**config.mk**
```make
export PLATFORM = sky130hd
export DESIGN_NAME = spt_ctrl
export DESIGN_NICKNAME = d
export VERILOG_FILES = /design/src/design/spt_pkg.sv /design/src/design/spt_ctrl.sv
export SDC_FILE = /design/constraint.sdc
export NUM_CORES = 1
export LEC_CHECK = 0
export BUFFER_PORTS_ARGS = -buffer_cell sky130_fd_sc_hd__buf_2
export CAP_MARGIN = 20
export CORE_UTILIZATION = 45
export DETAILED_ROUTE_END_ITERATION = 12
export PLACE_DENSITY = 0.8
export SLEW_MARGIN = 20
export SYNTH_ARGS = -nofsm -noshare
export SYNTH_HDL_FRONTEND = slang
export SYNTH_SLANG_ARGS = --single-unit
```
**constraint.sdc**
```tcl
create_clock -name clk -period 3.6 [get_ports clk]
set_input_delay 0.36 -clock clk [delete_from_list [all_inputs] [get_ports clk]]
set_output_delay 0.36 -clock clk [all_outputs]
set_load 0.02 [all_outputs]
```
**src/design/spt_pkg.sv**
```systemverilog
// Shared widths, codes and controller/datapath bundles for the sparse pattern transpose.
`timescale 1ns / 1ps
package spt_pkg;

	localparam int MAX_ROWS_DEF    = 1024;
	localparam int MAX_COLS_DEF    = 1024;
	localparam int MAX_ENTRIES_DEF = 4096;

	localparam int MODE_W     = 3;
	localparam int ROW_W      = 10;
	localparam int COL_W      = 10;
	localparam int INDEX_W    = 13;
	localparam int VAL_W      = 13;
	localparam int STAT_W     = 2;
	localparam int CFG_IDX_W  = 1;
	localparam int CFG_DATA_W = 11;

	localparam logic [MODE_W-1:0] MODE_ADD   = 3'd0;
	localparam logic [MODE_W-1:0] MODE_FIN   = 3'd1;
	localparam logic [MODE_W-1:0] MODE_RDST  = 3'd2;
	localparam logic [MODE_W-1:0] MODE_RDCOL = 3'd3;
	localparam logic [MODE_W-1:0] MODE_CLR   = 3'd4;

	localparam logic [STAT_W-1:0] ST_OK    = 2'd0;
	localparam logic [STAT_W-1:0] ST_RANGE = 2'd1;
	localparam logic [STAT_W-1:0] ST_FULL  = 2'd2;
	localparam logic [STAT_W-1:0] ST_UNFIN = 2'd3;

	localparam logic [CFG_IDX_W-1:0] CFG_NUM_ROWS = 1'd0;
	localparam logic [CFG_IDX_W-1:0] CFG_NUM_COLS = 1'd1;

	typedef enum logic [2:0] {
		RES_ZERO,
		RES_ADDED,
		RES_FIN,
		RES_START,
		RES_TROW
	} res_sel_t;

	typedef struct packed {
		logic              load;
		logic              add_rd;
		logic              add_wr;
		logic              fin_init;
		logic              ps_rd;
		logic              ps_wr;
		logic              sc_rd;
		logic              sc_fp_rd;
		logic              sc_wr;
		logic              sc_skip;
		logic              fin_done;
		logic              rd_st;
		logic              rd_tr;
		logic              clr_start;
		logic              clr_step;
		logic              emit;
		res_sel_t          res;
		logic [STAT_W-1:0] status;
	} spt_cmd_t;

	typedef struct packed {
		logic [MODE_W-1:0] mode;
		logic              add_range;
		logic              add_full;
		logic              unfin;
		logic              st_range;
		logic              tr_range;
		logic              nc_zero;
		logic              ps_last;
		logic              sc_done;
		logic              col_ok;
		logic              clr_last;
		logic              out_free;
	} spt_sts_t;

endpackage

```
**src/design/spt_ctrl.sv**
```systemverilog
// Controller state machine sequencing add, finish, read and clear operations.
`timescale 1ns / 1ps
module spt_ctrl import spt_pkg::*; (
	input  logic     clk,
	input  logic     arst_n,
	input  logic     in_valid,
	output logic     in_ready,
	input  spt_sts_t sts,
	output spt_cmd_t cmd
);

	typedef enum logic [3:0] {
		S_RST_CLR,
		S_IDLE,
		S_DECODE,
		S_ADD_WR,
		S_PS_RD,
		S_PS_WR,
		S_SC_CHK,
		S_SC_FP,
		S_SC_WR,
		S_RD_OUT,
		S_CLR
	} state_t;

	state_t state_q, state_nx;

	assign in_ready = (state_q == S_IDLE) && sts.out_free;

	always_comb begin
		cmd      = '0;
		cmd.res  = RES_ZERO;
		state_nx = state_q;
		case (state_q)
			S_RST_CLR: begin
				cmd.clr_step = 1'b1;
				if (sts.clr_last) state_nx = S_IDLE;
			end
			S_IDLE: begin
				if (in_valid && in_ready) begin
					cmd.load = 1'b1;
					state_nx = S_DECODE;
				end
			end
			S_DECODE: begin
				state_nx = S_IDLE;
				case (sts.mode)
					MODE_ADD: begin
						if (sts.add_range) begin
							cmd.emit   = 1'b1;
							cmd.status = ST_RANGE;
						end else if (sts.add_full) begin
							cmd.emit   = 1'b1;
							cmd.status = ST_FULL;
						end else begin
							cmd.add_rd = 1'b1;
							state_nx   = S_ADD_WR;
						end
					end
					MODE_FIN: begin
						cmd.fin_init = 1'b1;
						state_nx     = sts.nc_zero ? S_SC_CHK : S_PS_RD;
					end
					MODE_RDST: begin
						if (sts.unfin) begin
							cmd.emit   = 1'b1;
							cmd.status = ST_UNFIN;
						end else if (sts.st_range) begin
							cmd.emit   = 1'b1;
							cmd.status = ST_RANGE;
						end else begin
							cmd.rd_st = 1'b1;
							state_nx  = S_RD_OUT;
						end
					end
					MODE_RDCOL: begin
						if (sts.unfin) begin
							cmd.emit   = 1'b1;
							cmd.status = ST_UNFIN;
						end else if (sts.tr_range) begin
							cmd.emit   = 1'b1;
							cmd.status = ST_RANGE;
						end else begin
							cmd.rd_tr = 1'b1;
							state_nx  = S_RD_OUT;
						end
					end
					MODE_CLR: begin
						cmd.clr_start = 1'b1;
						state_nx      = S_CLR;
					end
					default: ;
				endcase
			end
			S_ADD_WR: begin
				cmd.add_wr = 1'b1;
				cmd.emit   = 1'b1;
				cmd.res    = RES_ADDED;
				cmd.status = ST_OK;
				state_nx   = S_IDLE;
			end
			S_PS_RD: begin
				cmd.ps_rd = 1'b1;
				state_nx  = S_PS_WR;
			end
			S_PS_WR: begin
				cmd.ps_wr = 1'b1;
				state_nx  = sts.ps_last ? S_SC_CHK : S_PS_RD;
			end
			S_SC_CHK: begin
				if (sts.sc_done) begin
					cmd.fin_done = 1'b1;
					cmd.emit     = 1'b1;
					cmd.res      = RES_FIN;
					cmd.status   = ST_OK;
					state_nx     = S_IDLE;
				end else begin
					cmd.sc_rd = 1'b1;
					state_nx  = S_SC_FP;
				end
			end
			S_SC_FP: begin
				if (sts.col_ok) begin
					cmd.sc_fp_rd = 1'b1;
					state_nx     = S_SC_WR;
				end else begin
					cmd.sc_skip = 1'b1;
					state_nx    = S_SC_CHK;
				end
			end
			S_SC_WR: begin
				cmd.sc_wr = 1'b1;
				state_nx  = S_SC_CHK;
			end
			S_RD_OUT: begin
				cmd.emit   = 1'b1;
				cmd.res    = (sts.mode == MODE_RDST) ? RES_START : RES_TROW;
				cmd.status = ST_OK;
				state_nx   = S_IDLE;
			end
			S_CLR: begin
				cmd.clr_step = 1'b1;
				if (sts.clr_last) begin
					cmd.emit   = 1'b1;
					cmd.status = ST_OK;
					state_nx   = S_IDLE;
				end
			end
			default: state_nx = S_IDLE;
		endcase
	end

	always_ff @(posedge clk or negedge arst_n) begin
		if (!arst_n) begin
			state_q <= S_RST_CLR;
		end else begin
			state_q <= state_nx;
		end
	end

endmodule

```
==> results.json, run 1 <==
{
  "status": "complete, no violations",
  "cts_root_buf": "clkbuf_4",
  "min_period_over_period": 0.707,
  "setup_violations": 0,
  "cts_setup_buffers": 0,
  "antenna_cells": 0,
  "yosysTopAreaCell": "dfrtp_1",
  "hold_violations": 0,
  "post-place-cells": 141,
  "synth_area_per_cell_sq_um": 6.70,
  "synth_top_area_share": 0.152,
  "multiInputGateArea_sq_um": 478,
  "p_seq_frac": 0.258,
  "path_class": "register to primary output",
  "fp.dieArea_sq_um": 1620,
  "synth_area_leaders": "dfrtp_1 (15%), nor3_1 (9.1%), nor2_1 (6.9%)",
  "p_per_area_nw_per_um2": 540,
  "cp_slowest_cell": "or4b_1",
  "final_max_slew_viol_count": 0,
  "fill_cells": 136,
  "fmax_mhz": 393,
  "path_cells": "or4b_1, or2_4, o221ai_2, buf_2",
  "dp_hpwl_um": 1340,
  "endpoint": "cmd[5]",
  "top_regs": "state_q: 4 flops",
  "synth_xor_area_frac": 0.0133,
  "p_clk_frac": 0.122,
  "ys_seq_area_frac": 0.152,
  "post_cts_resize_count": 0,
  "preCtsSetupSlack_ps": 1310,
  "rows": 13,
  "cp-startpoint": "state_q[0]$_DFFE_PN0P_",
  "drt_iter0_drc": 16,
  "synthMuxAreaShare": 0,
  "clk_pin_slew_worst_paths_ps": 40,
  "slew_headroom": 0.656,
  "synth_ff_type": "dfrtp_1",
  "die_w_um": 40.2,
  "initial_core_util": 0.492,
  "rr_worst_depth": 4,
  "leakage_nw": 0.436,
  "setup-tns-final_ps": 0,
  "whs_path_depth": 3,
  "layout-drive-gt1-share": 0.362,
  "nets": 149,
  "syn2layout_area_growth_pct": 29.3,
  "wl_per_cell_um": 11.8,
  "synth_warnings": 0,
  "rrSetupSlack_ps": 1730,
  "firstDrtPassIters": 4,
  "async_flop_share": 1.00,
  "holdWs_ps": 436,
  "synthSimpleGateAreaFrac": 0.406,
  "seq_area_sq_um": 100,
  "top_register": "state_q",
  "fin_cells": 145,
  "maxCapViolCount": 0,
  "drcViolationCount": 0,
  "grt_pass1_wl_um": 2530,
  "final.min_clock_period_ps": 2540,
  "reg2reg_from": "state_q[0]$_DFFE_PN0P_",
  "sw_frac_of_total": 0.528,
  "synth_edf_count": 0,
  "finClkSkew_ps": 1.57,
  "p_sw_mw": 0.242,
  "tightest_slew_ps": 516,
  "hold_buffers": 1,
  "gr-total-overflow": 0,
  "grt.total_usage": 0.233,
  "yosys-top-cells-count": "nor2_1 (12), nor3_1 (12), inv_1 (8), clkbuf_1 (6), nand2_1 (6)",
  "finalWeightedCongestion": 0.880,
  "synth_fp_nets": 115,
  "htreeDepth": 1,
  "vias": 848,
  "ios": 39,
  "synth-seq-cells": 4,
  "synthesis.area_sq_um": 657,
  "synth.distinct_cells": 37,
  "cts_max_path_buffers": 2,
  "r2r-end": "state_q[2]$_DFFE_PN0P_",
  "p_int_mw": 0.216,
  "worst_ir_drop_vdd_mv": 0.440,
  "start_kind": "register",
  "power_mw": 0.459,
  "die_y_um": 40.2,
  "grt_max_degree": 20,
  "numClockSinks": 4,
  "io_buffers": 38,
  "end_kind": "primary output",
  "synth_top_family_by_area": "simple AND/OR/NAND/NOR gates",
  "setup_ws_ps": 1060,
  "cts_inserted_buffers": 3,
  "synthAdderAreaFrac": 0,
  "netlist_instances": 98,
  "slowest_delay_ps": 730,
  "rsz0062_at_grt": "no",
  "cts_tree": "done",
  "clk_latency_ps": 240,
  "vias_per_cell": 5.85,
  "cp.required_ps": 3240,
  "grt_antenna_before_repair": 0,
  "combPwrFrac": 0.620,
  "cp_data_arrival_time_ps": 2180,
  "core_region_area_sq_um": 1330,
  "largest_register_ffs": 4,
  "routed_wl_um": 1710,
  "hp-class": "input port to register",
  "ant_nets": 0,
  "synth_compound_area_frac": 0.309,
  "grt_pass1_vias": 612,
  "crit_fanout": 19
}
-- power by group through the flow --
| stage | Combinational (mW) | Sequential (mW) | Clock, mW |
|---|---|---|---|
| after floorplan | 0.273 | 0.0688 | 0 |
| after global placement | 0.282 | 0.117 | 0 |
| after detailed placement | 0.283 | 0.119 | 0 |
| after CTS | 0.285 | 0.118 | 0.0582 |
| after global routing | 0.313 | 0.128 | 0.0608 |
| final | 0.284 | 0.118 | 0.0561 |
-- per-stage QoR --
stage          instance area (sq um)   util
2_1_floorplan                    657      -
3_3_place_gp                     817  0.613
3_5_place_dp                     817  0.613
4_1_cts                          850  0.637
5_1_grt                          850  0.637
6_report                         850  0.637
-- cell type report --
class / count / share of cell area
multi-input cells: 76 / 0.563
repair buffers: 39 / 0.236
flip-flops and latches: 4 / 0.118
inverters: 8 / 0.0353
clock buffers: 3 / 0.0265
well taps: 15 / 0.0221
-- worst max-delay path, delay by kind of cell, from the launching register on --
family,cells,cell delay (ps)
compound gates,1,170
simple gates,2,1030
buf+inv,1,190
flops,1,560
-- how the worst min path moves through the flow --
stage	end	startpoint
after floorplan	state_q[0]$_DFFE_PN0P_	arst_n
after global placement	state_q[1]$_DFFE_PN0P_	arst_n
after detailed placement	state_q[0]$_DFFE_PN0P_	arst_n
after CTS	state_q[0]$_DFFE_PN0P_	sts[1]
after global routing	state_q[0]$_DFFE_PN0P_	arst_n
final	state_q[0]$_DFFE_PN0P_	sts[1]
-- cell usage in the layout (no fill, tap or decap), types with 2 or more instances in the layout --
master,Yosys,routed
clkbuf_4,0,3
nor3_1,12,12
a32oi_1,2,2
nor2_1,12,12
nand2b_1,4,4
buf_2,3,38
nand2_1,6,6
a2bb2oi_1,2,2
o21ai_0,2,2
a21oi_1,4,4
inv_1,8,8
o22ai_1,3,3
dfrtp_1,4,4
nor4_1,2,2
nor2b_1,5,5
o221ai_2,2,2
-- metal layers --
metal / wire length [um] / vias to the layer above / GRT usage
li1: - / 424 / -
met1: 751 / 371 / 0.302
met2: 779 / 53 / 0.395
met3: 174 / 0 / 0.0500
met4: 0 / 0 / 0.0500
met5: 0 / - / 0
-- cells by family (layout without fill, tap and decap cells) --
kind of cell,Yosys count,count (layout)
AOI/OAI and AO/OA,25,25
xor gates and xnor gates,1,1
buffers and inverters,18,50
DFF,4,4
and+or+nand+nor,50,50
(Power assumes the default switching activity.)
==> run 2: changes to the inputs <==
Settings changed: CORE_UTILIZATION 45 to 42, PLACE_DENSITY 0.8 to 0.75.
Clock period 3.6 ns to 2.42 ns, I/O delays scaled along.
==> run 2 against run 1 <==
Against the previous run:
- worst setup slack got worse by 810 ps
- final cell count rose by 2.8%
- sequential share of layout area fell by 0.40 points
- highest routed layer is now met4
- sequential cell count did not move
- non-clock buffer count rose by 4
- global-route usage fell by 1.7 points
- count of clock-buffer cells in the layout did not move
- worst hold slack got worse by 97 ps
==> results.json, run 2 (synthesis gave the netlist of run 1 again) <==
{
  "power_mw": 0.726,
  "grt.total_usage": 0.216,
  "nets": 153,
  "post-place-cells": 145,
  "p_per_area_nw_per_um2": 825,
  "worst_ir_drop_vdd_mv": 0.536,
  "hold_violations": 0,
  "holdWs_ps": 339,
  "antenna_cells": 0,
  "clk_pin_slew_worst_paths_ps": 40,
  "grt_max_degree": 19,
  "crit_fanout": 7,
  "slowest_delay_ps": 660,
  "cts_max_path_buffers": 2,
  "p_sw_mw": 0.373,
  "final.min_clock_period_ps": 2170,
  "status": "complete, no violations",
  "hold_buffers": 1,
  "p_seq_frac": 0.143,
  "fp.dieArea_sq_um": 1730,
  "rows": 13,
  "end_kind": "primary output",
  "layout-drive-gt1-share": 0.381,
  "syn2layout_area_growth_pct": 33.9,
  "reg2reg_from": "state_q[0]$_DFFE_PN0P_",
  "cp_data_arrival_time_ps": 1930,
  "fin_util": 0.636,
  "clk_latency_ps": 230,
  "numClockSinks": 4,
  "cp.required_ps": 2180,
  "cp_top_family": "simple AND/OR/NAND/NOR gates",
  "combPwrFrac": 0.746,
  "sw_frac_of_total": 0.514,
  "cts_setup_buffers": 0,
  "die_w_um": 41.5,
  "cts_root_buf": "clkbuf_4",
  "drt_iter0_drc": 31,
  "drcViolationCount": 0,
  "gr-total-overflow": 0,
  "ios": 39,
  "initial_core_util": 0.475,
  "core_region_area_sq_um": 1380,
  "path_buf_inv": 1,
  "post_cts_resize_count": 0,
  "ant_nets": 0,
  "grt_antenna_before_repair": 0,
  "fill_cells": 124,
  "top_register": "state_q",
  "dp_hpwl_um": 1470,
  "final_cell_mix": "buf_2 (38), nor3_1 (12), nor2_1 (12)",
  "p_clk_frac": 0.112,
  "final_common_cell": "buf_2",
  "slew_headroom": 0.788,
  "cp_slowest_cell": "or4b_1",
  "min_period_over_period": 0.897,
  "p_int_mw": 0.353,
  "final_max_slew_viol_count": 0,
  "path_class": "register to primary output",
  "io_buffers": 38,
  "grt_pass1_wl_um": 3040,
  "vias_per_cell": 5.75,
  "vias": 857,
  "firstDrtPassIters": 4,
  "setup-tns-final_ps": 0,
  "maxCapViolCount": 0,
  "top_regs": "state_q: 4 flops",
  "finalWeightedCongestion": 0.924,
  "rsz0062_at_grt": "no",
  "hp-class": "input port to async pin",
  "fmax_mhz": 461,
  "fin_cells": 149,
  "cts_tree": "done",
  "die_y_um": 41.5,
  "routed_wl_um": 1890,
  "start_kind": "register",
  "leakage_nw": 0.456,
  "path_cells": "or4b_1, or2_4, o221ai_2, buf_2",
  "largest_register_ffs": 4,
  "tightest_slew_ps": 313,
  "finClkSkew_ps": 3.37,
  "cts_inserted_buffers": 3,
  "wl_per_cell_um": 12.7,
  "cp-startpoint": "state_q[0]$_DFFE_PN0P_",
  "setup_violations": 0,
  "htreeDepth": 1,
  "grt_pass1_vias": 695
}
## run 2: layout make-up
type | instances | area (sq um) | area share
Multi-Input combinational cell | 76 | 478 | 0.543
Timing Repair Buffer | 43 | 230 | 0.262
Sequential cell | 4 | 100 | 0.114
Inverter | 8 | 30.0 | 0.0341
Clock buffer | 3 | 22.5 | 0.0256
Tap cell | 15 | 18.8 | 0.0213
## run 2: routing by layer
layer	wire, um	track usage	up-vias
li1	-	-	432
met4	9	0.0581	0
met3	122	0.0391	2
met5	0	0	-
met2	910	0.338	37
met1	844	0.303	386
## run 2: final timing paths
path | endpoint | slack [ps] | cells after the start
max reg2reg | state_q[1]$_DFFE_PN0P_ | 810 | 4
min in group clk | state_q[0]$_DFFE_PN0P_ | 360 | 3
min reg2reg | state_q[2]$_DFFE_PN0P_ | 710 | 2
max in group asynchronous | state_q[2]$_DFFE_PN0P_ | 1960 | 2
min | state_q[3]$_DFFE_PN0P_ | 340 | 2
max | cmd[5] | 250 | 4
## run 2: worst register-to-register path, delay by kind of cell, from the launching register on
family,cells,cell delay (ps)
simple gates,2,820
compound gates,2,340
flops,1,360
## run 2: stage by stage
stage	setup WS (ps)	cell area, sq um
after floorplan	228	657
after global placement	526	847
after detailed placement	499	847
after CTS	252	880
after global routing	184	880
final	249	880
## run 2: power groups by stage
stage | Sequential, mW | Combinational [mW] | Clock (mW)
CTS | 0.103 | 0.540 | 0.0833
global route | 0.107 | 0.595 | 0.0891
floorplan | 0.102 | 0.406 | 0
global placement | 0.101 | 0.531 | 0
finish | 0.104 | 0.541 | 0.0810
detailed placement | 0.103 | 0.538 | 0
==> run 3: changes to the inputs <==
Settings changed: RECOVER_POWER set to 100.
==> run 3 against run 2 <==
Against the previous run:
- register-to-register slack lost 100 ps
- worst setup slack got worse by 57 ps
- sequential cell count is the same
- largest power group unchanged
- largest cell class unchanged
- global-route usage is the same
==> results.json, run 3 (synthesis gave the netlist of run 1 again) <==
{
  "layout-drive-gt1-share": 0.209,
  "rsz0062_at_grt": "no",
  "holdWs_ps": 352,
  "start_kind": "register",
  "top_layer_used": "met3",
  "final_max_slew_viol_count": 0,
  "ant_nets": 0,
  "io_buffers": 38,
  "gr-total-overflow": 0,
  "path_cells": "or4b_1, or2_4, o221ai_2, clkbuf_1",
  "cp.required_ps": 2180,
  "final_common_cell": "clkbuf_1",
  "dp_hpwl_um": 1470,
  "vias_per_cell": 5.71,
  "grt.total_usage": 0.216,
  "post_cts_resize_count": 0,
  "setup_ws_ps": 192,
  "cts_setup_buffers": 0,
  "end_kind": "primary output",
  "die_w_um": 41.5,
  "fp.dieArea_sq_um": 1730,
  "fill_cells": 138,
  "wl_met1_um": 855,
  "fmax_mhz": 449,
  "setup_violations": 0,
  "top_regs": "state_q: 4 flops",
  "ios": 39,
  "numClockSinks": 4,
  "path_buf_inv": 1,
  "clk_latency_ps": 230,
  "final_cell_mix": "clkbuf_1 (23), buf_2 (16), nor3_1 (12), nor2_1 (12), inv_1 (8)",
  "syn2layout_area_growth_pct": 29.1,
  "grt_pass1_vias": 695,
  "status": "complete, no violations",
  "cp_top_family": "simple AND/OR/NAND/NOR gates",
  "hold_violations": 0,
  "tightest_slew_ps": 495,
  "slew_headroom": 0.670,
  "htreeDepth": 1,
  "grt_max_degree": 19,
  "hp-class": "input port to register",
  "rows": 13,
  "routed_wl_um": 1850,
  "fin_util": 0.614,
  "largest_register_ffs": 4,
  "antenna_cells": 0,
  "cts_inserted_buffers": 3,
  "dr_wl_met3_um": 80,
  "initial_core_util": 0.475,
  "firstDrtPassIters": 4,
  "p_per_area_nw_per_um2": 828,
  "finClkSkew_ps": 3.27,
  "slowest_delay_ps": 660,
  "nets": 153,
  "wl_per_cell_um": 12.4,
  "cts_tree": "done",
  "cp_data_arrival_time_ps": 1990,
  "finalWeightedCongestion": 0.924,
  "wl_met2_um": 910,
  "leakage_nw": 0.359,
  "power_mw": 0.703,
  "drt_iter0_drc": 29,
  "top_register": "state_q",
  "grt_antenna_before_repair": 0,
  "min_period_over_period": 0.921,
  "path_class": "register to primary output",
  "core_region_area_sq_um": 1380,
  "cp_slowest_cell": "or4b_1",
  "drcViolationCount": 0,
  "clk_pin_slew_worst_paths_ps": 30,
  "cts_root_buf": "clkbuf_4",
  "maxCapViolCount": 0,
  "final.min_clock_period_ps": 2230,
  "vias": 851,
  "setup-tns-final_ps": 0,
  "grt_pass1_wl_um": 3040,
  "crit_fanout": 7,
  "cts_max_path_buffers": 2,
  "die_y_um": 41.5,
  "worst_ir_drop_vdd_mv": 0.522,
  "preCtsSetupSlack_ps": 499
}
==> run 3: changes by cell type in the layout (fill, tap and decap cells not counted) <==
cell,previous run,this run
and2_0,0,1
and2_1,1,0
buf_2,38,16
buf_4,4,3
clkbuf_1,0,23
==> run 3: final timing paths <==
path / startpoint / endpoint / slack, ps / depth (start not counted)
max reg2reg: state_q[2]$_DFFE_PN0P_ / state_q[1]$_DFFE_PN0P_ / 710 / 5
max: state_q[0]$_DFFE_PN0P_ / cmd[5] / 190 / 4
min reg2reg: state_q[0]$_DFFE_PN0P_ / state_q[2]$_DFFE_PN0P_ / 700 / 2
min: sts[1] / state_q[0]$_DFFE_PN0P_ / 350 / 3
min in group asynchronous: arst_n / state_q[3]$_DFFE_PN0P_ / 360 / 2
max in group asynchronous: arst_n / state_q[2]$_DFFE_PN0P_ / 1880 / 2
==> run 3: cell type report <==
| type | instances | area, sq um | share of cell area |
|---|---|---|---|
| flip-flops and latches | 4 | 100 | 0.118 |
| clock buffers | 3 | 22.5 | 0.0265 |
| well taps | 15 | 18.8 | 0.0221 |
| repair buffers | 43 | 199 | 0.235 |
| inverters | 8 | 30.0 | 0.0354 |
| multi-input cells | 76 | 478 | 0.563 |
==> run 3: metrics by stage <==
stage	std cells	cell area, sq um
after detailed placement	145	847
after global placement	145	847
final	149	848
after CTS	149	880
after floorplan	98	657
after global routing	149	848
==> run 3: layer usage <==
layer | vias to the layer above | global-route usage
met4 | 0 | 0.0581
met3 | 0 | 0.0391
met2 | 31 | 0.338
met1 | 387 | 0.303
met5 | - | 0
li1 | 433 | -
==> run 3: tightest hold or removal path, cell delays in order <==
cell     delay [ps]
buf_2           110
nor4_1           50
a21oi_1         120
==> run 3: where the power goes <==
part / total, mW / internal [mW] / switching [mW]
combinational: 0.519 / 0.184 / 0.334
sequential: 0.103 / 0.0919 / 0.0111
clock: 0.0810 / 0.0554 / 0.0256
==> run 3: repair_timing <==
action | CTS | global route
setup endpoints to repair | 0 | 0
hold buffers | 1 | 0
hold endpoints to repair | 4 | 0
